--- config.mk ---
export PLATFORM = sky130hd
export DESIGN_NAME = modular_exponentiation_flat
export DESIGN_NICKNAME = d
export VERILOG_FILES = /design/src/hdl/mexp_pkg.sv /design/src/hdl/mexp_if.sv /design/src/hdl/mexp_cell.sv /design/src/hdl/mexp_row.sv /design/src/hdl/modular_exponentiation.sv /design/src/flat_wrapper.sv
export SDC_FILE = /design/constraint.sdc
export NUM_CORES = 1
export LEC_CHECK = 0
export ABC_AREA = 1
export BUFFER_PORTS_ARGS = -buffer_cell sky130_fd_sc_hd__buf_2
export CORE_MARGIN = 2
export CORE_UTILIZATION = 30
export DETAILED_ROUTE_END_ITERATION = 6
export HOLD_SLACK_MARGIN = 0.1
export PLACE_DENSITY_LB_ADDON = 0.05
export SLEW_MARGIN = 20
export SYNTH_ARGS = -nofsm -noshare
export SYNTH_HDL_FRONTEND = slang
export SYNTH_HIERARCHICAL = 1
export SYNTH_SLANG_ARGS = --single-unit
--- constraint.sdc ---
create_clock -name clk -period 72.7 [get_ports clk]
set_clock_uncertainty 0.2 [all_clocks]
set_input_delay 3.635 -clock clk [delete_from_list [all_inputs] [get_ports clk]]
set_output_delay 3.635 -clock clk [all_outputs]
set_load 0.02 [all_outputs]
--- src/hdl/mexp_pkg.sv ---
// Shared constants and types for the modular exponentiation engine.
`timescale 1ns / 1ps
package mexp_pkg;
  localparam int WORD_BITS = 32;
  localparam int CNT_BITS  = $clog2(WORD_BITS);
  localparam int CFG_IDX_BITS = 1;

  localparam logic [CFG_IDX_BITS-1:0] CFG_EXPONENT = 1'b0;
  localparam logic [CFG_IDX_BITS-1:0] CFG_MODULUS  = 1'b1;

  typedef logic [WORD_BITS-1:0] word_t;

  typedef enum logic [2:0] {
    ST_IDLE,
    ST_REDUCE,
    ST_SQUARE,
    ST_MULT,
    ST_NEXT,
    ST_DONE
  } state_t;

  // Control of the cell row for one modular multiply.
  typedef struct packed {
    logic clr;     // clear the accumulator before a multiply
    logic step;    // perform one double-and-add step
    logic add_en;  // multiplier bit of this step
  } row_ctl_t;
endpackage

--- src/hdl/mexp_if.sv ---
// Request channel interfaces for base words and result words.
`timescale 1ns / 1ps
interface mexp_in_if;
  logic                  valid;
  logic                  ready;
  mexp_pkg::word_t       base_value;
  modport source (output valid, output base_value, input ready);
  modport sink   (input valid, input base_value, output ready);
endinterface

interface mexp_out_if;
  logic                  valid;
  logic                  ready;
  mexp_pkg::word_t       power_result;
  modport source (output valid, output power_result, input ready);
  modport sink   (input valid, input power_result, output ready);
endinterface

--- src/hdl/mexp_cell.sv ---
// One bit slice of the modular double-and-add accumulator.
`timescale 1ns / 1ps
module mexp_cell (
  input  logic clk,
  input  logic shift_in,
  input  logic m_bit,
  input  logic a_bit,
  input  mexp_pkg::row_ctl_t ctl,
  input  logic sel1,
  input  logic sel2,
  input  logic c1_in,
  input  logic c2_in,
  input  logic c3_in,
  output logic c1_out,
  output logic c2_out,
  output logic c3_out,
  output logic acc_bit
);
  logic acc_r, acc_nxt;
  logic d, nm, s1, x, ab, y, z;

  always_comb begin
    d  = shift_in;
    nm = ~m_bit;
    // Doubled value minus the modulus.
    s1     = d ^ nm ^ c1_in;
    c1_out = (d & nm) | (c1_in & (d ^ nm));
    x      = sel1 ? s1 : d;
    // Add the multiplicand when the multiplier bit is set.
    ab     = a_bit & ctl.add_en;
    y      = x ^ ab ^ c2_in;
    c2_out = (x & ab) | (c2_in & (x ^ ab));
    z      = y ^ nm ^ c3_in;
    c3_out = (y & nm) | (c3_in & (y ^ nm));
    acc_nxt = acc_r;
    if (ctl.clr) begin
      acc_nxt = 1'b0;
    end else if (ctl.step) begin
      acc_nxt = sel2 ? z : y;
    end
  end

  always_ff @(posedge clk) begin
    acc_r <= acc_nxt;
  end

  assign acc_bit = acc_r;
endmodule

--- src/hdl/mexp_row.sv ---
// Row of bit cells forming a serial modular multiplier.
`timescale 1ns / 1ps
module mexp_row (
  input  logic               clk,
  input  mexp_pkg::row_ctl_t ctl,
  input  mexp_pkg::word_t    modulus,
  input  mexp_pkg::word_t    multiplicand,
  output mexp_pkg::word_t    acc
);
  localparam int W = mexp_pkg::WORD_BITS;

  logic [W:0]   c1, c2, c3;
  logic [W-1:0] shift;
  logic         m_nz, sel1, sel2;

  assign c1[0] = 1'b1;
  assign c2[0] = 1'b0;
  assign c3[0] = 1'b1;
  assign shift = {acc[W-2:0], 1'b0};
  assign m_nz  = |modulus;
  // A zero modulus disables reduction, so the products wrap at the word width.
  assign sel1  = m_nz & (acc[W-1] | c1[W]);
  assign sel2  = m_nz & (c2[W] | c3[W]);

  for (genvar i = 0; i < W; i++) begin : g_cell
    mexp_cell u_cell (
      .clk     (clk),
      .shift_in(shift[i]),
      .m_bit   (modulus[i]),
      .a_bit   (multiplicand[i]),
      .ctl     (ctl),
      .sel1    (sel1),
      .sel2    (sel2),
      .c1_in   (c1[i]),
      .c2_in   (c2[i]),
      .c3_in   (c3[i]),
      .c1_out  (c1[i+1]),
      .c2_out  (c2[i+1]),
      .c3_out  (c3[i+1]),
      .acc_bit (acc[i])
    );
  end
endmodule

--- src/hdl/modular_exponentiation.sv ---
// Top level: sequencer for square-and-multiply over a row of multiplier cells.
// Each modular multiply steps through all multiplier bits, then ST_NEXT loads the next operands.
// The base is reduced first, then squared for every exponent bit and multiplied in for every set bit;
// a zero exponent skips the multiplies and gives a result of one.
// One request is in flight at a time; the next is taken the cycle after the result is loaded.
// Synchronous active-low reset sets the exponent to 0, the modulus to 1 and empties the output.
`timescale 1ns / 1ps
module modular_exponentiation (
  input  logic clk,
  input  logic rst_n,
  input  logic cfg_we,
  input  logic [mexp_pkg::CFG_IDX_BITS-1:0] cfg_index,
  input  mexp_pkg::word_t cfg_data,
  mexp_in_if.sink    in_ch,
  mexp_out_if.source out_ch
);
  localparam int CB = mexp_pkg::CNT_BITS;
  localparam int W  = mexp_pkg::WORD_BITS;

  mexp_pkg::word_t exp_r, mod_r, base_r, res_r, a_r, mult_r, out_r;
  mexp_pkg::word_t a_nxt, mult_nxt, base_nxt, res_nxt, out_nxt;
  mexp_pkg::word_t acc, unit;
  logic [CB-1:0] step_r, step_nxt, idx_r, idx_nxt;
  logic out_valid_r, out_valid_nxt;
  mexp_pkg::state_t state_r, state_nxt, last_op_r, last_op_nxt;
  mexp_pkg::row_ctl_t ctl;
  logic in_acc, last_step;

  assign in_ch.ready  = (state_r == mexp_pkg::ST_IDLE);
  assign in_acc       = in_ch.valid & in_ch.ready;
  assign out_ch.valid = out_valid_r;
  assign out_ch.power_result = out_r;
  assign last_step    = (step_r == CB'(W - 1));
  // A unit modulus makes every power with a nonzero exponent zero.
  assign unit = (mod_r == mexp_pkg::word_t'(1)) ? '0 : mexp_pkg::word_t'(1);

  mexp_row u_row (
    .clk         (clk),
    .ctl         (ctl),
    .modulus     (mod_r),
    .multiplicand(a_r),
    .acc         (acc)
  );

  always_ff @(posedge clk) begin
    if (!rst_n) begin
      exp_r       <= '0;
      mod_r       <= mexp_pkg::word_t'(1);
      state_r     <= mexp_pkg::ST_IDLE;
      out_valid_r <= 1'b0;
    end else begin
      if (cfg_we && cfg_index == mexp_pkg::CFG_EXPONENT) begin
        exp_r <= cfg_data;
      end
      if (cfg_we && cfg_index == mexp_pkg::CFG_MODULUS) begin
        mod_r <= cfg_data;
      end
      state_r     <= state_nxt;
      out_valid_r <= out_valid_nxt;
    end
    step_r    <= step_nxt;
    idx_r     <= idx_nxt;
    a_r       <= a_nxt;
    mult_r    <= mult_nxt;
    base_r    <= base_nxt;
    res_r     <= res_nxt;
    out_r     <= out_nxt;
    last_op_r <= last_op_nxt;
  end

  always_comb begin
    state_nxt     = state_r;
    last_op_nxt   = last_op_r;
    out_valid_nxt = out_valid_r & ~out_ch.ready;
    step_nxt      = step_r;
    idx_nxt       = idx_r;
    a_nxt         = a_r;
    mult_nxt      = mult_r;
    base_nxt      = base_r;
    res_nxt       = res_r;
    out_nxt       = out_r;
    ctl.clr       = 1'b0;
    ctl.step      = 1'b0;
    ctl.add_en    = mult_r[W-1];
    case (state_r)
      mexp_pkg::ST_IDLE: begin
        if (in_acc) begin
          step_nxt = '0;
          idx_nxt  = CB'(W - 1);
          if (exp_r == '0) begin
            res_nxt   = mexp_pkg::word_t'(1);
            state_nxt = mexp_pkg::ST_DONE;
          end else begin
            // Reduce the base by multiplying it by one.
            ctl.clr   = 1'b1;
            a_nxt     = mexp_pkg::word_t'(1);
            mult_nxt  = in_ch.base_value;
            state_nxt = mexp_pkg::ST_REDUCE;
          end
        end
      end
      mexp_pkg::ST_REDUCE, mexp_pkg::ST_SQUARE, mexp_pkg::ST_MULT: begin
        ctl.step = 1'b1;
        mult_nxt = {mult_r[W-2:0], 1'b0};
        step_nxt = step_r + 1'b1;
        if (last_step) begin
          step_nxt    = '0;
          last_op_nxt = state_r;
          state_nxt   = mexp_pkg::ST_NEXT;
        end
      end
      mexp_pkg::ST_NEXT: begin
        // The accumulator now holds the finished product; choose the next multiply.
        case (last_op_r)
          mexp_pkg::ST_REDUCE: begin
            base_nxt  = acc;
            a_nxt     = unit;
            mult_nxt  = unit;
            ctl.clr   = 1'b1;
            state_nxt = mexp_pkg::ST_SQUARE;
          end
          mexp_pkg::ST_SQUARE: begin
            if (exp_r[idx_r]) begin
              a_nxt     = base_r;
              mult_nxt  = acc;
              ctl.clr   = 1'b1;
              state_nxt = mexp_pkg::ST_MULT;
            end else if (idx_r == '0) begin
              res_nxt   = acc;
              state_nxt = mexp_pkg::ST_DONE;
            end else begin
              idx_nxt   = idx_r - 1'b1;
              a_nxt     = acc;
              mult_nxt  = acc;
              ctl.clr   = 1'b1;
              state_nxt = mexp_pkg::ST_SQUARE;
            end
          end
          mexp_pkg::ST_MULT: begin
            if (idx_r == '0) begin
              res_nxt   = acc;
              state_nxt = mexp_pkg::ST_DONE;
            end else begin
              idx_nxt   = idx_r - 1'b1;
              a_nxt     = acc;
              mult_nxt  = acc;
              ctl.clr   = 1'b1;
              state_nxt = mexp_pkg::ST_SQUARE;
            end
          end
          default: state_nxt = mexp_pkg::ST_IDLE;
        endcase
      end
      mexp_pkg::ST_DONE: begin
        if (!out_valid_r || out_ch.ready) begin
          out_valid_nxt = 1'b1;
          out_nxt       = res_r;
          state_nxt     = mexp_pkg::ST_IDLE;
        end
      end
      default: state_nxt = mexp_pkg::ST_IDLE;
    endcase
  end

`ifndef SYNTHESIS
  a_out_hold: assert property (@(posedge clk) disable iff (!rst_n)
    out_ch.valid && !out_ch.ready |=> out_ch.valid && $stable(out_ch.power_result));
  a_reset_empty: assert property (@(posedge clk) !rst_n |=> !out_ch.valid);
  a_busy_not_ready: assert property (@(posedge clk) disable iff (!rst_n)
    (state_r != mexp_pkg::ST_IDLE) |-> !in_ch.ready);
`endif
endmodule

--- src/flat_wrapper.sv ---
// flat-port wrapper written by rule: the top's interface ports become plain ports
module modular_exponentiation_flat 
  (clk, rst_n, cfg_we, cfg_index, cfg_data, in_ch_valid, in_ch_base_value, in_ch_ready, out_ch_valid, out_ch_power_result, out_ch_ready);
  mexp_in_if in_ch_i ();
  mexp_out_if out_ch_i ();
  input  logic clk;
  input  logic rst_n;
  input  logic cfg_we;
  input  logic [mexp_pkg::CFG_IDX_BITS-1:0] cfg_index;
  input  mexp_pkg::word_t cfg_data;
  input wire logic [$bits(in_ch_i.valid)-1:0] in_ch_valid;
  input wire logic [$bits(in_ch_i.base_value)-1:0] in_ch_base_value;
  output wire logic [$bits(in_ch_i.ready)-1:0] in_ch_ready;
  output wire logic [$bits(out_ch_i.valid)-1:0] out_ch_valid;
  output wire logic [$bits(out_ch_i.power_result)-1:0] out_ch_power_result;
  input wire logic [$bits(out_ch_i.ready)-1:0] out_ch_ready;
  assign in_ch_i.valid = in_ch_valid;
  assign in_ch_i.base_value = in_ch_base_value;
  assign in_ch_ready = in_ch_i.ready;
  assign out_ch_valid = out_ch_i.valid;
  assign out_ch_power_result = out_ch_i.power_result;
  assign out_ch_i.ready = out_ch_ready;
  modular_exponentiation u_core (.clk(clk), .rst_n(rst_n), .cfg_we(cfg_we), .cfg_index(cfg_index), .cfg_data(cfg_data), .in_ch(in_ch_i), .out_ch(out_ch_i));
endmodule
# ---- After elaboration in Yosys (flattened, before gate mapping)
# Index checks and enable logic that the tools add are counted.
dict set report classes {
  addsub 2
  magnitude_cmp 1
  eq_ne 18
  mux 110
  bitwise_logic 543
  n_reduce_logical 21
}
# op count
set op_table {}
lappend op_table {{32-bit 2-to-1 mux} 12}
lappend op_table {{32-bit case mux with 3 select lines} 3}
lappend op_table {{1-bit AND} 224}
lappend op_table {{32-bit case mux with 2 select lines} 3}
lappend op_table {{1-bit XOR} 188}
lappend op_table {{1-bit OR} 96}
lappend op_table {{1-bit 2-to-1 mux} 73}
lappend op_table {{1-bit NOT} 35}
lappend op_table {{32-bit by 1-bit == test with 1-bit output (second input constant)} 1}
lappend op_table {{32-bit zero test} 1}
lappend op_table {{32-bit OR reduction} 1}
lappend op_table {{5-bit case mux with 2 select lines} 3}
lappend op_table {{5-bit 2-to-1 mux} 5}
lappend op_table {{3-bit 2-to-1 mux} 6}
lappend op_table {{3-bit by 2-bit == test with 1-bit output (second input constant)} 4}
lappend op_table {{3-bit case mux with 4 select lines} 1}
lappend op_table {{4-bit AND reduction} 3}
lappend op_table {{3-bit case mux with 3 select lines} 1}
lappend op_table {{2-bit AND reduction} 4}
lappend op_table {{3-bit by 1-bit == test with 1-bit output (second input constant)} 2}
lappend op_table {{3-bit == test (second input constant)} 2}
lappend op_table {{5-bit by 6-bit less-than comparator with 1-bit output (second input constant)} 1}
lappend op_table {{2-bit inequality test (second input constant)} 3}
lappend op_table {{5-bit by 1-bit adder with 5-bit output (second input constant)} 1}
lappend op_table {{19 further kinds} 22}
dict set report word_totals {
  reg_bits 273
  input_bits 70
  output_inout_bits 34
  elab_cells 739
}

# ---- Logic depth before layout (Yosys ltp)
# Gate-level depths: netlist of the first run.
dict set report logic_depth {
  word_depth 135
  mapped_depth 77
  mapped_depth_nobuf 77
}

# ---- By module
# The synthesis of the first run kept the hierarchy.
# mod instances cells_each area_per_inst_um2 seq_area_each_um2
set modules_own_cells {}
lappend modules_own_cells {modular_exponentiation 1 1283 11421.0 6556.3}
lappend modules_own_cells {mexp_cell 32 18 135.1 20.0}
lappend modules_own_cells {mexp_row 1 37 141.4 0.0}

# ---- Worst setup path after synthesis of the first run
# No wires, ideal clock.
dict set report synth_path {
  kind {reg2reg}
  startpoint {register u_core.mod_r[0]}
  endpoint {register u_core.u_row.g_cell[0].u_cell.acc_r}
  setup_ns 0.112
  arrival_ns 29.841
  required_ns 72.388
  setup_slack_ns 42.548
  path_stages_with_launch 78
  path_buffers 0
  period_less_slack_ns 30.152
  cell_sequence {dfxtp_1 inv_1 fa_1 fa_1 fa_1 fa_1 fa_1 fa_1 fa_1 fa_1 fa_1 fa_1 fa_1 fa_1 fa_1 fa_1 fa_1 fa_1 [42 not listed] fa_1 fa_1 fa_1 fa_1 fa_1 fa_1 fa_1 fa_1 fa_1 fa_1 fa_1 nor2_1 nor2_1 inv_1 nand2_1 nand3_1 nand2_1 inv_1}
}
dict set report synth_between {
  elab_chain_cells 134
  word_cells_on_any_way 417
  cone_classes {33 x mux; 383 x bitwise; 1 x reduce/logical}
}
# item line_no
set synth_lines {}
lappend synth_lines {{from (decl)} modular_exponentiation.sv:20} ;# mexp_pkg::word_t exp_r, mod_r, base_r, res_r, a_r, mult_r, out_r;
lappend synth_lines {{from (signal assigned)} modular_exponentiation.sv:48} ;# mod_r <= mexp_pkg::word_t'(1);
lappend synth_lines {{from (signal assigned)} modular_exponentiation.sv:56} ;# mod_r <= cfg_data;
lappend synth_lines {{1-bit NOT *} mexp_cell.sv:24} ;# nm = ~m_bit;
lappend synth_lines {{net u_core.u_row.c1[1]} mexp_row.sv:12} ;# logic [W:0] c1, c2, c3;
lappend synth_lines {{1-bit AND *} mexp_cell.sv:27} ;# c1_out = (d & nm) | (c1_in & (d ^ nm));
lappend synth_lines {{1-bit OR *} mexp_cell.sv:27}
lappend synth_lines {{net u_core.u_row.c1[2]} mexp_row.sv:12}
lappend synth_lines {{1-bit AND *} mexp_cell.sv:27}
lappend synth_lines {{1-bit OR *} mexp_cell.sv:27}
lappend synth_lines {{net u_core.u_row.c1[3]} mexp_row.sv:12}
lappend synth_lines {{[2 not listed]} n/a}
lappend synth_lines {{net u_core.u_row.c1[4]} mexp_row.sv:12}
lappend synth_lines {{[2 not listed]} n/a}
lappend synth_lines {{net u_core.u_row.c1[5]} mexp_row.sv:12}
lappend synth_lines {{[2 not listed]} n/a}
lappend synth_lines {{net u_core.u_row.c1[6]} mexp_row.sv:12}
lappend synth_lines {{[2 not listed]} n/a}
lappend synth_lines {{net u_core.u_row.c1[7]} mexp_row.sv:12}
lappend synth_lines {{[2 not listed]} n/a}
lappend synth_lines {{net u_core.u_row.c1[8]} mexp_row.sv:12}
lappend synth_lines {{[2 not listed]} n/a}
lappend synth_lines {{net u_core.u_row.c1[9]} mexp_row.sv:12}
lappend synth_lines {{[2 not listed]} n/a}
lappend synth_lines {{net u_core.u_row.c1[10]} mexp_row.sv:12}
lappend synth_lines {{[2 not listed]} n/a}
lappend synth_lines {{net u_core.u_row.c1[11]} mexp_row.sv:12}
lappend synth_lines {{[2 not listed]} n/a}
lappend synth_lines {{net u_core.u_row.c1[12]} mexp_row.sv:12}
lappend synth_lines {{[2 not listed]} n/a}
lappend synth_lines {{net u_core.u_row.c1[13]} mexp_row.sv:12}
lappend synth_lines {{[2 not listed]} n/a}
lappend synth_lines {{net u_core.u_row.c1[14]} mexp_row.sv:12}
lappend synth_lines {{[2 not listed]} n/a}
lappend synth_lines {{net u_core.u_row.c1[15]} mexp_row.sv:12}
lappend synth_lines {{[2 not listed]} n/a}
lappend synth_lines {{net u_core.u_row.c1[16]} mexp_row.sv:12}
lappend synth_lines {{[2 not listed]} n/a}
lappend synth_lines {{net u_core.u_row.c1[17]} mexp_row.sv:12}
lappend synth_lines {{[2 not listed]} n/a}
lappend synth_lines {{net u_core.u_row.c1[18]} mexp_row.sv:12}
lappend synth_lines {{[2 not listed]} n/a}
lappend synth_lines {{net u_core.u_row.c1[19]} mexp_row.sv:12}
lappend synth_lines {{[2 not listed]} n/a}
lappend synth_lines {{net u_core.u_row.c1[20]} mexp_row.sv:12}
lappend synth_lines {{[2 not listed]} n/a}
lappend synth_lines {{net u_core.u_row.c1[21]} mexp_row.sv:12}
lappend synth_lines {{[2 not listed]} n/a}
lappend synth_lines {{net u_core.u_row.c1[22]} mexp_row.sv:12}
lappend synth_lines {{[2 not listed]} n/a}
lappend synth_lines {{net u_core.u_row.c1[23]} mexp_row.sv:12}
lappend synth_lines {{[2 not listed]} n/a}
lappend synth_lines {{net u_core.u_row.c1[24]} mexp_row.sv:12}
lappend synth_lines {{[2 not listed]} n/a}
lappend synth_lines {{net u_core.u_row.c1[25]} mexp_row.sv:12}
lappend synth_lines {{[2 not listed]} n/a}
lappend synth_lines {{net u_core.u_row.c1[26]} mexp_row.sv:12}
lappend synth_lines {{[2 not listed]} n/a}
lappend synth_lines {{net u_core.u_row.c1[27]} mexp_row.sv:12}
lappend synth_lines {{[2 not listed]} n/a}
lappend synth_lines {{net u_core.u_row.c1[28]} mexp_row.sv:12}
lappend synth_lines {{[2 not listed]} n/a}
lappend synth_lines {{net u_core.u_row.c1[29]} mexp_row.sv:12}
lappend synth_lines {{[2 not listed]} n/a}
lappend synth_lines {{net u_core.u_row.c1[30]} mexp_row.sv:12}
lappend synth_lines {{[2 not listed]} n/a}
lappend synth_lines {{net u_core.u_row.c1[31]} mexp_row.sv:12}
lappend synth_lines {{[2 not listed]} n/a}
lappend synth_lines {{net u_core.u_row.c1[32]} mexp_row.sv:12}
lappend synth_lines {{[2 not listed]} n/a}
lappend synth_lines {{net u_core.u_row.sel1} mexp_row.sv:14} ;# logic m_nz, sel1, sel2;
lappend synth_lines {{[2 not listed]} n/a}
lappend synth_lines {{net u_core.u_row.c2[1]} mexp_row.sv:12}
lappend synth_lines {{[2 not listed]} n/a}
lappend synth_lines {{net u_core.u_row.c2[2]} mexp_row.sv:12}
lappend synth_lines {{[2 not listed]} n/a}
lappend synth_lines {{net u_core.u_row.c2[3]} mexp_row.sv:12}
lappend synth_lines {{[2 not listed]} n/a}
lappend synth_lines {{net u_core.u_row.c2[4]} mexp_row.sv:12}
lappend synth_lines {{[2 not listed]} n/a}
lappend synth_lines {{net u_core.u_row.c2[5]} mexp_row.sv:12}
lappend synth_lines {{[2 not listed]} n/a}
lappend synth_lines {{net u_core.u_row.c2[6]} mexp_row.sv:12}
lappend synth_lines {{[2 not listed]} n/a}
lappend synth_lines {{net u_core.u_row.c2[7]} mexp_row.sv:12}
lappend synth_lines {{[2 not listed]} n/a}
lappend synth_lines {{net u_core.u_row.c2[8]} mexp_row.sv:12}
lappend synth_lines {{[2 not listed]} n/a}
lappend synth_lines {{net u_core.u_row.c2[9]} mexp_row.sv:12}
lappend synth_lines {{[2 not listed]} n/a}
lappend synth_lines {{net u_core.u_row.c2[10]} mexp_row.sv:12}
lappend synth_lines {{[2 not listed]} n/a}
lappend synth_lines {{net u_core.u_row.c2[11]} mexp_row.sv:12}
lappend synth_lines {{[2 not listed]} n/a}
lappend synth_lines {{net u_core.u_row.c2[12]} mexp_row.sv:12}
lappend synth_lines {{[2 not listed]} n/a}
lappend synth_lines {{net u_core.u_row.c2[13]} mexp_row.sv:12}
lappend synth_lines {{[2 not listed]} n/a}
lappend synth_lines {{net u_core.u_row.c2[14]} mexp_row.sv:12}
lappend synth_lines {{[2 not listed]} n/a}
lappend synth_lines {{net u_core.u_row.c2[15]} mexp_row.sv:12}
lappend synth_lines {{[2 not listed]} n/a}
lappend synth_lines {{net u_core.u_row.c2[16]} mexp_row.sv:12}
lappend synth_lines {{[2 not listed]} n/a}
lappend synth_lines {{net u_core.u_row.c2[17]} mexp_row.sv:12}
lappend synth_lines {{[2 not listed]} n/a}
lappend synth_lines {{net u_core.u_row.c2[18]} mexp_row.sv:12}
lappend synth_lines {{[2 not listed]} n/a}
lappend synth_lines {{net u_core.u_row.c2[19]} mexp_row.sv:12}
lappend synth_lines {{[2 not listed]} n/a}
lappend synth_lines {{net u_core.u_row.c2[20]} mexp_row.sv:12}
lappend synth_lines {{[2 not listed]} n/a}
lappend synth_lines {{net u_core.u_row.c2[21]} mexp_row.sv:12}
lappend synth_lines {{[2 not listed]} n/a}
lappend synth_lines {{net u_core.u_row.c2[22]} mexp_row.sv:12}
lappend synth_lines {{[2 not listed]} n/a}
lappend synth_lines {{net u_core.u_row.c2[23]} mexp_row.sv:12}
lappend synth_lines {{[2 not listed]} n/a}
lappend synth_lines {{net u_core.u_row.c2[24]} mexp_row.sv:12}
lappend synth_lines {{[2 not listed]} n/a}
lappend synth_lines {{net u_core.u_row.c2[25]} mexp_row.sv:12}
lappend synth_lines {{[2 not listed]} n/a}
lappend synth_lines {{net u_core.u_row.c2[26]} mexp_row.sv:12}
lappend synth_lines {{[2 not listed]} n/a}
lappend synth_lines {{net u_core.u_row.c2[27]} mexp_row.sv:12}
lappend synth_lines {{[2 not listed]} n/a}
lappend synth_lines {{net u_core.u_row.c2[28]} mexp_row.sv:12}
lappend synth_lines {{[2 not listed]} n/a}
lappend synth_lines {{net u_core.u_row.c2[29]} mexp_row.sv:12}
lappend synth_lines {{[2 not listed]} n/a}
lappend synth_lines {{net u_core.u_row.c2[30]} mexp_row.sv:12}
lappend synth_lines {{[2 not listed]} n/a}
lappend synth_lines {{net u_core.u_row.c2[31]} mexp_row.sv:12}
lappend synth_lines {{[1 not listed]} n/a}
lappend synth_lines {{1-bit XOR} mexp_cell.sv:34} ;# c3_out = (y & nm) | (c3_in & (y ^ nm));
lappend synth_lines {{1-bit AND} mexp_cell.sv:34}
lappend synth_lines {{1-bit OR *} mexp_cell.sv:34}
lappend synth_lines {{net u_core.u_row.c3[32]} mexp_row.sv:12}
lappend synth_lines {{1-bit OR *} mexp_row.sv:23} ;# assign sel2 = m_nz & (c2[W] | c3[W]);
lappend synth_lines {{1-bit AND *} mexp_row.sv:23}
lappend synth_lines {{net u_core.u_row.sel2} mexp_row.sv:14}
lappend synth_lines {{1-bit 2-to-1 mux *} mexp_cell.sv:39} ;# acc_nxt = sel2 ? z : y;
lappend synth_lines {{to (signal assigned)} mexp_cell.sv:44} ;# acc_r <= acc_nxt;
lappend synth_lines {{to (decl)} mexp_cell.sv:19} ;# logic acc_r, acc_nxt;
# Mark *: on every way through the listed nets, which the timed path passes. The rest lies on a longest branch.
# A chain may end at the register's enable or synchronous reset.

# ---- Worst setup path after layout of the first run
dict set report layout_path {
  startpoint {register u_core.mod_r[0]}
  endpoint {register u_core.u_row.g_cell[10].u_cell.acc_r}
}
dict set report layout_between {
  elab_chain_cells 134
  word_cells_on_any_way 417
  cone_classes {33 x mux; 383 x bitwise; 1 x reduce/logical}
}
# item line_no
set layout_lines {}
lappend layout_lines {{1-bit NOT *} mexp_cell.sv:24}
lappend layout_lines {{net u_core.u_row.c1[1]} mexp_row.sv:12}
lappend layout_lines {{1-bit AND *} mexp_cell.sv:27}
lappend layout_lines {{1-bit OR *} mexp_cell.sv:27}
lappend layout_lines {{net u_core.u_row.c1[2]} mexp_row.sv:12}
lappend layout_lines {{1-bit AND *} mexp_cell.sv:27}
lappend layout_lines {{1-bit OR *} mexp_cell.sv:27}
lappend layout_lines {{net u_core.u_row.c1[3]} mexp_row.sv:12}
lappend layout_lines {{[2 not listed]} n/a}
lappend layout_lines {{net u_core.u_row.c1[4]} mexp_row.sv:12}
lappend layout_lines {{[2 not listed]} n/a}
lappend layout_lines {{net u_core.u_row.c1[5]} mexp_row.sv:12}
lappend layout_lines {{[2 not listed]} n/a}
lappend layout_lines {{net u_core.u_row.c1[6]} mexp_row.sv:12}
lappend layout_lines {{[2 not listed]} n/a}
lappend layout_lines {{net u_core.u_row.c1[7]} mexp_row.sv:12}
lappend layout_lines {{[2 not listed]} n/a}
lappend layout_lines {{net u_core.u_row.c1[8]} mexp_row.sv:12}
lappend layout_lines {{[2 not listed]} n/a}
lappend layout_lines {{net u_core.u_row.c1[9]} mexp_row.sv:12}
lappend layout_lines {{[2 not listed]} n/a}
lappend layout_lines {{net u_core.u_row.c1[10]} mexp_row.sv:12}
lappend layout_lines {{[2 not listed]} n/a}
lappend layout_lines {{net u_core.u_row.c1[11]} mexp_row.sv:12}
lappend layout_lines {{[2 not listed]} n/a}
lappend layout_lines {{net u_core.u_row.c1[12]} mexp_row.sv:12}
lappend layout_lines {{[2 not listed]} n/a}
lappend layout_lines {{net u_core.u_row.c1[13]} mexp_row.sv:12}
lappend layout_lines {{[2 not listed]} n/a}
lappend layout_lines {{net u_core.u_row.c1[14]} mexp_row.sv:12}
lappend layout_lines {{[2 not listed]} n/a}
lappend layout_lines {{net u_core.u_row.c1[15]} mexp_row.sv:12}
lappend layout_lines {{[2 not listed]} n/a}
lappend layout_lines {{net u_core.u_row.c1[16]} mexp_row.sv:12}
lappend layout_lines {{[2 not listed]} n/a}
lappend layout_lines {{net u_core.u_row.c1[17]} mexp_row.sv:12}
lappend layout_lines {{[2 not listed]} n/a}
lappend layout_lines {{net u_core.u_row.c1[18]} mexp_row.sv:12}
lappend layout_lines {{[2 not listed]} n/a}
lappend layout_lines {{net u_core.u_row.c1[19]} mexp_row.sv:12}
lappend layout_lines {{[2 not listed]} n/a}
lappend layout_lines {{net u_core.u_row.c1[20]} mexp_row.sv:12}
lappend layout_lines {{[2 not listed]} n/a}
lappend layout_lines {{net u_core.u_row.c1[21]} mexp_row.sv:12}
lappend layout_lines {{[2 not listed]} n/a}
lappend layout_lines {{net u_core.u_row.c1[22]} mexp_row.sv:12}
lappend layout_lines {{[2 not listed]} n/a}
lappend layout_lines {{net u_core.u_row.c1[23]} mexp_row.sv:12}
lappend layout_lines {{[2 not listed]} n/a}
lappend layout_lines {{net u_core.u_row.c1[24]} mexp_row.sv:12}
lappend layout_lines {{[2 not listed]} n/a}
lappend layout_lines {{net u_core.u_row.c1[25]} mexp_row.sv:12}
lappend layout_lines {{[2 not listed]} n/a}
lappend layout_lines {{net u_core.u_row.c1[26]} mexp_row.sv:12}
lappend layout_lines {{[2 not listed]} n/a}
lappend layout_lines {{net u_core.u_row.c1[27]} mexp_row.sv:12}
lappend layout_lines {{[2 not listed]} n/a}
lappend layout_lines {{net u_core.u_row.c1[28]} mexp_row.sv:12}
lappend layout_lines {{[2 not listed]} n/a}
lappend layout_lines {{net u_core.u_row.c1[29]} mexp_row.sv:12}
lappend layout_lines {{[2 not listed]} n/a}
lappend layout_lines {{net u_core.u_row.c1[30]} mexp_row.sv:12}
lappend layout_lines {{[2 not listed]} n/a}
lappend layout_lines {{net u_core.u_row.c1[31]} mexp_row.sv:12}
lappend layout_lines {{[2 not listed]} n/a}
lappend layout_lines {{net u_core.u_row.c1[32]} mexp_row.sv:12}
lappend layout_lines {{[2 not listed]} n/a}
lappend layout_lines {{net u_core.u_row.sel1} mexp_row.sv:14}
lappend layout_lines {{[2 not listed]} n/a}
lappend layout_lines {{net u_core.u_row.c2[1]} mexp_row.sv:12}
lappend layout_lines {{[2 not listed]} n/a}
lappend layout_lines {{net u_core.u_row.c2[2]} mexp_row.sv:12}
lappend layout_lines {{[2 not listed]} n/a}
lappend layout_lines {{net u_core.u_row.c2[3]} mexp_row.sv:12}
lappend layout_lines {{[2 not listed]} n/a}
lappend layout_lines {{net u_core.u_row.c2[4]} mexp_row.sv:12}
lappend layout_lines {{[2 not listed]} n/a}
lappend layout_lines {{net u_core.u_row.c2[5]} mexp_row.sv:12}
lappend layout_lines {{[2 not listed]} n/a}
lappend layout_lines {{net u_core.u_row.c2[6]} mexp_row.sv:12}
lappend layout_lines {{[2 not listed]} n/a}
lappend layout_lines {{net u_core.u_row.c2[7]} mexp_row.sv:12}
lappend layout_lines {{[2 not listed]} n/a}
lappend layout_lines {{net u_core.u_row.c2[8]} mexp_row.sv:12}
lappend layout_lines {{[2 not listed]} n/a}
lappend layout_lines {{net u_core.u_row.c2[9]} mexp_row.sv:12}
lappend layout_lines {{[2 not listed]} n/a}
lappend layout_lines {{net u_core.u_row.c2[10]} mexp_row.sv:12}
lappend layout_lines {{[2 not listed]} n/a}
lappend layout_lines {{net u_core.u_row.c2[11]} mexp_row.sv:12}
lappend layout_lines {{[2 not listed]} n/a}
lappend layout_lines {{net u_core.u_row.c2[12]} mexp_row.sv:12}
lappend layout_lines {{[2 not listed]} n/a}
lappend layout_lines {{net u_core.u_row.c2[13]} mexp_row.sv:12}
lappend layout_lines {{[2 not listed]} n/a}
lappend layout_lines {{net u_core.u_row.c2[14]} mexp_row.sv:12}
lappend layout_lines {{[2 not listed]} n/a}
lappend layout_lines {{net u_core.u_row.c2[15]} mexp_row.sv:12}
lappend layout_lines {{[2 not listed]} n/a}
lappend layout_lines {{net u_core.u_row.c2[16]} mexp_row.sv:12}
lappend layout_lines {{[2 not listed]} n/a}
lappend layout_lines {{net u_core.u_row.c2[17]} mexp_row.sv:12}
lappend layout_lines {{[2 not listed]} n/a}
lappend layout_lines {{net u_core.u_row.c2[18]} mexp_row.sv:12}
lappend layout_lines {{[2 not listed]} n/a}
lappend layout_lines {{net u_core.u_row.c2[19]} mexp_row.sv:12}
lappend layout_lines {{[2 not listed]} n/a}
lappend layout_lines {{net u_core.u_row.c2[20]} mexp_row.sv:12}
lappend layout_lines {{[2 not listed]} n/a}
lappend layout_lines {{net u_core.u_row.c2[21]} mexp_row.sv:12}
lappend layout_lines {{[2 not listed]} n/a}
lappend layout_lines {{net u_core.u_row.c2[22]} mexp_row.sv:12}
lappend layout_lines {{[2 not listed]} n/a}
lappend layout_lines {{net u_core.u_row.c2[23]} mexp_row.sv:12}
lappend layout_lines {{[4 not listed]} n/a}
lappend layout_lines {{net u_core.u_row.c3[24]} mexp_row.sv:12}
lappend layout_lines {{[2 not listed]} n/a}
lappend layout_lines {{net u_core.u_row.c3[25]} mexp_row.sv:12}
lappend layout_lines {{[2 not listed]} n/a}
lappend layout_lines {{net u_core.u_row.c3[26]} mexp_row.sv:12}
lappend layout_lines {{[2 not listed]} n/a}
lappend layout_lines {{net u_core.u_row.c3[27]} mexp_row.sv:12}
lappend layout_lines {{[2 not listed]} n/a}
lappend layout_lines {{net u_core.u_row.c3[28]} mexp_row.sv:12}
lappend layout_lines {{[2 not listed]} n/a}
lappend layout_lines {{net u_core.u_row.c3[29]} mexp_row.sv:12}
lappend layout_lines {{[2 not listed]} n/a}
lappend layout_lines {{net u_core.u_row.c3[30]} mexp_row.sv:12}
lappend layout_lines {{[2 not listed]} n/a}
lappend layout_lines {{net u_core.u_row.c3[31]} mexp_row.sv:12}
lappend layout_lines {{1-bit AND *} mexp_cell.sv:34}
lappend layout_lines {{1-bit OR *} mexp_cell.sv:34}
lappend layout_lines {{net u_core.u_row.c3[32]} mexp_row.sv:12}
lappend layout_lines {{1-bit OR *} mexp_row.sv:23}
lappend layout_lines {{1-bit AND *} mexp_row.sv:23}
lappend layout_lines {{net u_core.u_row.sel2} mexp_row.sv:14}
lappend layout_lines {{1-bit 2-to-1 mux *} mexp_cell.sv:39}
lappend layout_lines {{to (signal assigned)} mexp_cell.sv:44}
lappend layout_lines {{to (decl)} mexp_cell.sv:19}
# Marks and branches as above.

==> results of run 1 <==
critical path: cells and delay by family (launching register included):
family                   cells  cell delay, ps
AND/OR/NAND/NOR              8             930
buffers and inverters        3             430
AO/OA/AOI/OAI                1             110
flip-flops                   1             340
adder cells (fa/ha/maj)     65           26930
final timing paths:
check	startpoint	endpoint	slack [ps]	cells after the start
min	u_core/res_r[1]$_SDFFCE_PN0P_	u_core/out_ch.power_result[1]$_DFFE_PP_	240	0
min reg2reg	u_core/res_r[1]$_SDFFCE_PN0P_	u_core/out_ch.power_result[1]$_DFFE_PP_	240	0
max reg2reg	u_core/mod_r[0]$_SDFFE_PN1P_	u_core/u_row/g_cell[10].u_cell/acc_bit$_SDFFE_PP0P_	43540	77
max	u_core/mod_r[0]$_SDFFE_PN1P_	u_core/u_row/g_cell[10].u_cell/acc_bit$_SDFFE_PP0P_	43540	77
layout make-up:
| class | count | area share, % |
|---|---|---|
| Clock buffer | 54 | 5.90 |
| Clock inverter | 12 | 0.526 |
| Tap cell | 688 | 4.70 |
| Inverter | 254 | 5.27 |
| Sequential cell | 273 | 39.3 |
| Multi-Input combinational cell | 1295 | 40.5 |
| Timing Repair Buffer | 124 | 3.78 |
metal layers:
metal | vias up | track usage (%) | wire [um]
met3 | 54 | 2.32 | 1600
met1 | 6214 | 23.4 | 22200
li1 | 6269 | - | -
met4 | 0 | 4.98 | 1080
met5 | - | 0 | 0
met2 | 184 | 32.7 | 25100
kinds of logic after synthesis:
kind of cell             share of synthesized area (%)
AO/OA/AOI/OAI                                     10.5
buffers and inverters                             8.47
adder cells (fa/ha/maj)                           12.4
XOR/XNOR                                         0.110
AND/OR/NAND/NOR                                   23.2
flip-flops                                        45.3
other                                           0.0473
power by group through the flow:
stage	Clock, mW	Combinational, mW	Sequential, mW
2_1_floorplan	0	0.340	0.256
3_3_place_gp	0	0.448	0.275
3_5_place_dp	0	0.450	0.275
4_1_cts	0.184	0.452	0.272
5_1_grt	0.189	0.520	0.277
6_report	0.178	0.441	0.270
through the flow:
step	cell area (um^2)	setup WS [ps]	std cells	util, %
2_1_floorplan	15900	42550	1899	-
3_3_place_gp	17100	43590	2633	32.6
3_5_place_dp	17100	43420	2633	32.6
4_1_cts	18300	43340	2699	34.9
5_1_grt	18300	42310	2700	34.9
6_report	18300	43540	2700	34.9
flip-flops by register name (all words and copies together) (netlist names):
signal,count
u_core/step_r,5
u_core/out_ch.valid,1
u_core/last_op_r,3
u_core/mult_r,32
u_core/u_row/g_cell.u_cell/acc_bit,32
u_core/idx_r,5
u_core/res_r,32
u_core/exp_r,32
u_core/a_r,32
u_core/base_r,32
u_core/state_r,3
u_core/out_ch.power_result,32
u_core/mod_r,32
cells in the final DEF (no fill, tap or decap), types with 5 or more instances in the layout:
cell / netlist / routed
clkbuf_16: 0 / 38
a21oi_1: 84 / 83
buf_4: 3 / 20
or2_2: 46 / 46
nor2_4: 0 / 5
a22o_1: 12 / 12
nand2_1: 389 / 389
nor4_1: 12 / 12
o21ai_0: 213 / 213
dfxtp_1: 100 / 100
fa_1: 96 / 96
nand3_1: 114 / 114
or2_0: 8 / 8
o211ai_1: 5 / 5
buf_2: 10 / 103
nor2_1: 271 / 264
inv_1: 248 / 246
clkbuf_8: 0 / 7
edfxtp_1: 173 / 173
clkinv_2: 1 / 8
nand3b_1: 14 / 14
clkbuf_1: 52 / 9
conb_1: 2 / 5
==> flow_summary.yaml, run 1 <==
critical_path:
  cpPeakStageDelay_ps: 490
  slowest_stage: "fa_1"
  worstPathArrival_ps: 29390
  end_kind: "register"
  cp.required_ps: 72940
  crit_top_cell: "fa_1"
  crit_path_start_kind: "register"
  crit_type: "reg -> reg"
  crit_fanout: 64
synthesis:
  ys.flop_type: "edfxtp_1"
  seq_area_frac_synth_pct: 45.3
  syn_inst: 1896
  ys_warn_count: 6
  synthArstFlopShare_pct: 0
  synth_edf_count: 173
  synth_top_area_share_pct: 32.7
  syn_area_per_cell_um2: 8.38
  ys_ff_latch: 273
  synth_commonest_cells: "nand2_1, nor2_1, inv_1"
  synth_cell_types: 42
  syn_area_mm2: 0.0159
  yosysTopAreaCell: "edfxtp_1"
  synth.most_common_cell: "nand2_1"
  synth.area.top_cells: "edfxtp_1, dfxtp_1, fa_1"
cts:
  clk-insertion-delay-late_ps: 550
  h-tree-depth: 2
  cts-root-buf: "clkbuf_16"
  cts_tree: "yes"
  cts.path.max_buffers: 3
  clock-sinks: 273
  ctsHoldBuffers: 0
  path_clk_slew_ps: 60
  post_cts_buffers: 0
  cts_resized: 0
  cts-buffers-inserted: 36
sta:
  tns_ps: 0
  slew_headroom_pct: 25.0
  drv_slew: 0
  finalHoldWorstSlack_ps: 243
  max_freq_mhz: 34.3
  setup_viol: 0
  rsz0062_at_grt: "false"
  worst_pin_slew_ps: 1130
  period_minus_slack_ps: 29160
  hold_viol_final: 0
  period_share_pct: 40.1
cells_and_area:
  n_antenna_cell: 0
  area_growth_pct: 15.3
  final_layout_size_suffix_gt1_share_pct: 12.4
  fillers: 5449
  final_nets: 2154
  multi_input_area_mm2: 0.00743
  ff_latch_area_mm2: 0.00720
floorplan:
  row_count: 84
  io_pins: 104
  initial_core_util_pct: 30.3
  coreArea_mm2: 0.0524
  die-area_mm2: 0.0548
  die_w_um: 234
  die_h_um: 234
power:
  power.share.clock_pct: 20.0
  internal-power_mw: 0.501
  p_per_area_mw_per_mm2: 48.5
  p_total_mw: 0.889
  swShare_pct: 43.7
  comb_power_share_pct: 49.6
  p_seq_share_pct: 30.4
  p_leak_nw: 7.99
  p_sw_mw: 0.388
  peakVddDrop_uv: 32.2
global_route:
  grt_max_degree: 101
  grt_usage_pct: 18.4
  grt_pass1_vias: 12716
  grt_pass1_wl_mm: 76.7
  overflow: 0
  antenna_found_initial: 0
job:
  maxCapViolations: 0
routing:
  wl_per_cell_um: 18.5
  drc: 0
  vias: 12721
  drt-pass1-iter-count: 5
  via_per_inst: 4.71
  drtIter0Drc: 745
  ant_nets: 0
  drt-total-wl_mm: 50.0
run_status:
  status: "finished clean"
placement:
  numPortBuffers: 103
  dp_hpwl_mm: 34.4
  gp_congestion: 0.798
worst_hold_path:
  worstHoldPathType: "reg -> reg"
(Power assumes the default switching activity.)
==> run 2: changes to the inputs <==
Clock period 72.7 ns to 24.8 ns, I/O delays scaled along.
==> flow_summary.yaml, run 2 (synthesis results as in run 1) <==
run_status:
  status: "finished, violations left"
  violations: "negative setup slack"
cts:
  path_clk_slew_ps: 50
  cts_tree: "yes"
  h-tree-depth: 2
  cts-buffers-inserted: 37
  cts-root-buf: "clkbuf_16"
  cts.path.max_buffers: 3
  ctsHoldBuffers: 0
  clock-sinks: 273
  clk-insertion-delay-late_ps: 570
sta:
  hold_viol_final: 0
  finalWorstSetupSlack_ps: -508
  rsz0062_at_grt: "true"
  worst_pin_slew_ps: 1090
  max_freq_mhz: 39.5
  slew_headroom_pct: 27.3
  drv_slew: 0
  period_minus_slack_ps: 25310
  period_share_pct: 102
  tns_ps: -15000
  setup_viol: 32
routing:
  drt-pass1-iter-count: 5
  vias: 12889
  drt-total-wl_mm: 50.5
  drtIter0Drc: 743
  ant_nets: 0
  via_per_inst: 4.70
  drc: 0
  wl_per_cell_um: 18.4
global_route:
  grt_pass1_vias: 13162
  grt_max_degree: 99
  antenna_found_initial: 0
  overflow: 0
  grt_pass1_wl_mm: 77.9
  grt_usage_pct: 18.7
cells_and_area:
  fillers: 5450
  layout.cells.non_filler: 2745
  n_antenna_cell: 0
  final_layout_size_suffix_gt1_share_pct: 20.3
  final_common_cell: "nand2_1"
  utilization_pct: 36.5
  final_cell_mix: "nand2_1, nor2_1, inv_1"
  final_nets: 2199
  area_growth_pct: 20.6
critical_path:
  end_kind: "register"
  path_delay_family: "adder cells"
  crit_top_cell: "fa_2"
  cp.required_ps: 25040
  cpPeakStageDelay_ps: 460
  worstPathArrival_ps: 25540
  crit_type: "reg -> reg"
  slowest_stage: "fa_2"
  critPathBufInv: 4
  crit_fanout: 8
  crit_path_start_kind: "register"
job:
  maxCapViolations: 0
floorplan:
  die_h_um: 234
  die-area_mm2: 0.0548
  coreArea_mm2: 0.0524
  die_w_um: 234
  row_count: 84
  initial_core_util_pct: 30.3
  io_pins: 104
placement:
  numPortBuffers: 103
  place_inst: 2664
  gp_congestion: 0.816
  dp_hpwl_mm: 34.5
power:
  p_per_area_mw_per_mm2: 157
  peakVddDrop_uv: 98.3
  p_leak_nw: 8.18
worst_hold_path:
  worstHoldPathType: "reg -> reg"
[run 2: cell types whose count changed in the layout (fill, tap and decap cells not counted), sizes merged]
cell      previous run  this run
clkbuf              54        52
clkinv              13        12
bufinv               1         5
nor2               274       277
clkinvlp             1         0
buf                124       165
inv                251       252
[run 2: stage by stage]
stage	instance area (um^2)	power (mW)	hold slack, ps	setup WS (ps)
5_1_grt	19200	3.30	263	-1270
4_1_cts	19100	3.03	245	-695
2_1_floorplan	16100	1.79	206	23.2
3_3_place_gp	17600	2.29	237	-990
3_5_place_dp	17600	2.28	236	-1150
6_report	19200	3.01	248	-508
[run 2: worst paths after layout]
path / startpoint / endpoint / slack [ps] / depth (start not counted)
setup / recovery: u_core/mod_r[0]$_SDFFE_PN1P_ / u_core/u_row/g_cell[4].u_cell/acc_bit$_SDFFE_PP0P_ / -510 / 78
hold / removal: u_core/res_r[12]$_SDFFCE_PN0P_ / u_core/out_ch.power_result[12]$_DFFE_PP_ / 250 / 0
setup reg to reg: u_core/mod_r[0]$_SDFFE_PN1P_ / u_core/u_row/g_cell[4].u_cell/acc_bit$_SDFFE_PP0P_ / -510 / 78
hold reg to reg: u_core/res_r[12]$_SDFFCE_PN0P_ / u_core/out_ch.power_result[12]$_DFFE_PP_ / 250 / 0
[run 2: where the power goes]
group          internal [mW]  total, mW  switching [mW]
logic                  0.723       1.67           0.950
clock network          0.347      0.558           0.211
registers              0.665      0.780           0.115
total                   1.73       3.01            1.28
[run 2: worst register-to-register path: cells and delay by family (launching register included)]
| kind | cells | cell delay (ps) |
|---|---|---|
| AO/OA/AOI/OAI | 1 | 60 |
| adder cells (fa/ha/maj) | 65 | 23460 |
| AND/OR/NAND/NOR | 8 | 720 |
| buffers and inverters | 4 | 390 |
| flip-flops | 1 | 330 |
[run 2: cell type report]
type | instances | area (um^2) | area share (%)
clock buffers | 52 | 1040 | 5.45
clock inverters | 15 | 223 | 1.16
inverters | 254 | 965 | 5.03
multi-input cells | 1298 | 7770 | 40.5
flip-flops and latches | 273 | 7200 | 37.6
well taps | 688 | 861 | 4.49
repair buffers | 165 | 1100 | 5.76
[run 2: timing repair]
item,in CTS,in global routing
buffers inserted,6,3
gates resized for setup,51,6
pin swaps,58,24
cloned,4,0
endpoints found under the setup margin,32,32
[run 2: metal layers]
| layer | part of all wire, % | GRT usage [%] |
|---|---|---|
| met1 | 46 | 24.7 |
| met2 | 49 | 32.2 |
| met3 | 3.2 | 2.64 |
| met4 | 2.0 | 4.87 |
| met5 | 0 | 0 |
==> run 3: changes to the inputs <==
--- a/config.mk
+++ b/config.mk
@@ -6,5 +6,4 @@
 export NUM_CORES = 1
 export LEC_CHECK = 0
-export ABC_AREA = 1
 export BUFFER_PORTS_ARGS = -buffer_cell sky130_fd_sc_hd__buf_2
 export CORE_MARGIN = 2
==> constraint.sdc (replaced) <==
create_clock -name clk -period 24.8 [get_ports clk]
set_clock_uncertainty 0.2 [all_clocks]
set_input_delay 0 -clock clk [delete_from_list [all_inputs] [get_ports clk]]
set_output_delay 0 -clock clk [all_outputs]
set_load 0.02 [all_outputs]
==> flow_summary.yaml, run 3 <==
power:
  p_per_area_mw_per_mm2: 138
  p_leak_nw: 6.93
  p_total_mw: 2.68
  peakVddDrop_uv: 54.2
floorplan:
  row_count: 81
  die_w_um: 227
  initial_core_util_pct: 30.5
  die_h_um: 227
  coreArea_mm2: 0.0491
  die-area_mm2: 0.0517
  io_pins: 104
routing:
  drt-pass1-iter-count: 5
  drt-total-wl_mm: 46.5
  drtIter0Drc: 709
  wl_per_cell_um: 20.4
  vias: 11185
  via_per_inst: 4.92
  drc: 0
  ant_nets: 0
cells_and_area:
  final_nets: 1757
  area_growth_pct: 30.0
  final_cell_mix: "nand2_1, edfxtp_1, dlygate4sd3_1"
  final_common_cell: "nand2_1"
  fin_area_mm2: 0.0195
  n_antenna_cell: 0
  final_layout_size_suffix_gt1_share_pct: 25.6
synthesis:
  seq_area_frac_synth_pct: 48.1
  syn_area_per_cell_um2: 11.2
  synth_commonest_cells: "nand2_1, edfxtp_1, dfxtp_1"
  synthArstFlopShare_pct: 0
  syn_area_mm2: 0.0150
  ys_warn_count: 6
  synth_edf_count: 173
  synth_top_area_share_pct: 34.7
  synth_cell_types: 52
  synth.area.top_cells: "edfxtp_1, dfxtp_1, fa_1"
  ys_ff_latch: 273
  yosysTopAreaCell: "edfxtp_1"
  syn_inst: 1337
  ys.flop_type: "edfxtp_1"
  synth.most_common_cell: "nand2_1"
worst_hold_path:
  min_delay_path_depth: 4
  worstHoldPathType: "in -> reg"
  holdCritStartpoint: "cfg_data[6]"
  holdPathEnd: "u_core/exp_r[6]$_SDFFE_PN0P_"
global_route:
  overflow: 0
  grt_pass1_vias: 11686
  grt_pass1_wl_mm: 71.9
  grt_usage_pct: 18.4
  antenna_found_initial: 0
  grt_max_degree: 69
placement:
  dp_slack_ps: -1050
  numPortBuffers: 103
  placed_area_mm2: 0.0167
  dp_hpwl_mm: 30.6
  gp_congestion: 0.758
sta:
  finalWorstSetupSlack_ps: -558
  max_freq_mhz: 39.4
  hold_viol_final: 0
  rsz0062_at_grt: "true"
  setup_viol: 32
  drv_slew: 0
  period_minus_slack_ps: 25360
  slew_headroom_pct: 32.7
  worst_pin_slew_ps: 1010
  period_share_pct: 102
  finalHoldWorstSlack_ps: 157
cts:
  path_clk_slew_ps: 60
  clock-sinks: 273
  cts-buffers-inserted: 35
  cts.path.max_buffers: 3
  clk-insertion-delay-late_ps: 550
  h-tree-depth: 2
  cts-root-buf: "clkbuf_16"
  cts_tree: "yes"
critical_path:
  crit_top_cell: "fa_2"
  timing.rr.start: "u_core/mod_r[0]$_SDFFE_PN1P_"
  reg2reg_slack_ps: -560
  crit_type: "reg -> reg"
  path_delay_family: "adder cells"
  worstReg2RegEnd: "u_core/u_row/g_cell[0].u_cell/acc_bit$_SDFFE_PP0P_"
  worstPathArrival_ps: 25610
  r2r_cells: 75
  cpPeakStageDelay_ps: 450
  end_kind: "register"
  cp.required_ps: 25060
  critPathBufInv: 3
  slowest_stage: "fa_2"
  crit_fanout: 5
  crit_path_start_kind: "register"
job:
  maxCapViolations: 0
run_status:
  violations: "negative setup slack"
  status: "finished, violations left"
==> run 3: changes by cell type after synthesis, moves of 45 or more <==
cell,previous run,this run
inv_1,248,36
nor2_1,271,80
o21ai_0,213,37
nand2_1,389,270
nand3_1,114,38
mux2i_1,0,67
a21boi_0,0,64
a21oi_1,84,39
or2_2,46,1
==> run 3: layout make-up <==
class / instances / area [um^2]
fillers: 4857 / 29600
multi-input cells: 953 / 7870
flip-flops and latches: 273 / 7200
repair buffers: 288 / 2340
clock buffers: 49 / 991
well taps: 664 / 831
inverters: 36 / 135
clock inverters: 12 / 96.3
==> run 3: what timing repair did <==
item | in CTS | in global routing
resized for setup | 34 | 18
cloned | 2 | 0
buffers inserted | 8 | 3
pin swaps | 56 | 14
endpoints found under the setup margin | 32 | 32
hold endpoints to repair | 137 | 0
hold buffers | 135 | 0
==> run 3: worst max path at each step <==
stage | depth (start not counted) | startpoint | slack, ps | end
finish | 75 | u_core/mod_r[0]$_SDFFE_PN1P_ | -560 | u_core/u_row/g_cell[0].u_cell/acc_bit$_SDFFE_PP0P_
global route | 75 | u_core/mod_r[0]$_SDFFE_PN1P_ | -1180 | u_core/u_row/g_cell[0].u_cell/acc_bit$_SDFFE_PP0P_
CTS | 76 | u_core/mod_r[0]$_SDFFE_PN1P_ | -820 | u_core/u_row/g_cell[0].u_cell/acc_bit$_SDFFE_PP0P_
detailed placement | 74 | u_core/mod_r[0]$_SDFFE_PN1P_ | -1050 | u_core/u_row/g_cell[0].u_cell/acc_bit$_SDFFE_PP0P_
global placement | 74 | u_core/mod_r[0]$_SDFFE_PN1P_ | -870 | u_core/u_row/g_cell[0].u_cell/acc_bit$_SDFFE_PP0P_
floorplan | 71 | u_core/mod_r[1]$_SDFFE_PN0P_ | 60 | u_core/u_row/g_cell[0].u_cell/acc_bit$_SDFFE_PP0P_
==> run 3: logic make-up (layout without fill, tap and decap cells) <==
group	after synthesis	in the layout	synth area share, %
multiplexers	106	106	7.86
buffers and inverters	114	385	3.02
adder cells (fa/ha/maj)	100	100	13.2
AO/OA/AOI/OAI	251	251	13.2
other	2	5	0.0502
AND/OR/NAND/NOR	487	487	14.4
flip-flops	273	273	48.1
XOR/XNOR	4	4	0.234
==> run 3: power by group <==
| group | total (mW) | switching (mW) | internal (mW) |
|---|---|---|---|
| clock | 0.493 | 0.204 | 0.289 |
| combinational | 1.46 | 0.714 | 0.745 |
| sequential | 0.728 | 0.113 | 0.615 |
==> run 3: stage by stage <==
stage	cells	util, %	setup TNS, ps
2_1_floorplan	1340	-	0
3_3_place_gp	2068	34.0	-26040
3_5_place_dp	2068	34.0	-31200
4_1_cts	2274	39.5	-25130
5_1_grt	2275	39.7	-36070
6_report	2275	39.7	-16100
==> run 3: metal layers <==
metal	vias to the layer above	global-route usage (%)	wire, um
met1	5627	25.1	21600
met4	0	5.57	1070
met5	-	0	0
met3	64	2.31	1460
li1	5289	-	-
met2	205	30.5	22300
==> run 3: worst reg2reg max path: cells and delay by family (launching register included) <==
kind | cells | cell delay (ps)
AO/OA/AOI/OAI | 3 | 340
adder cells (fa/ha/maj) | 65 | 23270
buffers and inverters | 3 | 330
flip-flops | 1 | 330
multiplexers | 2 | 510
AND/OR/NAND/NOR | 2 | 230
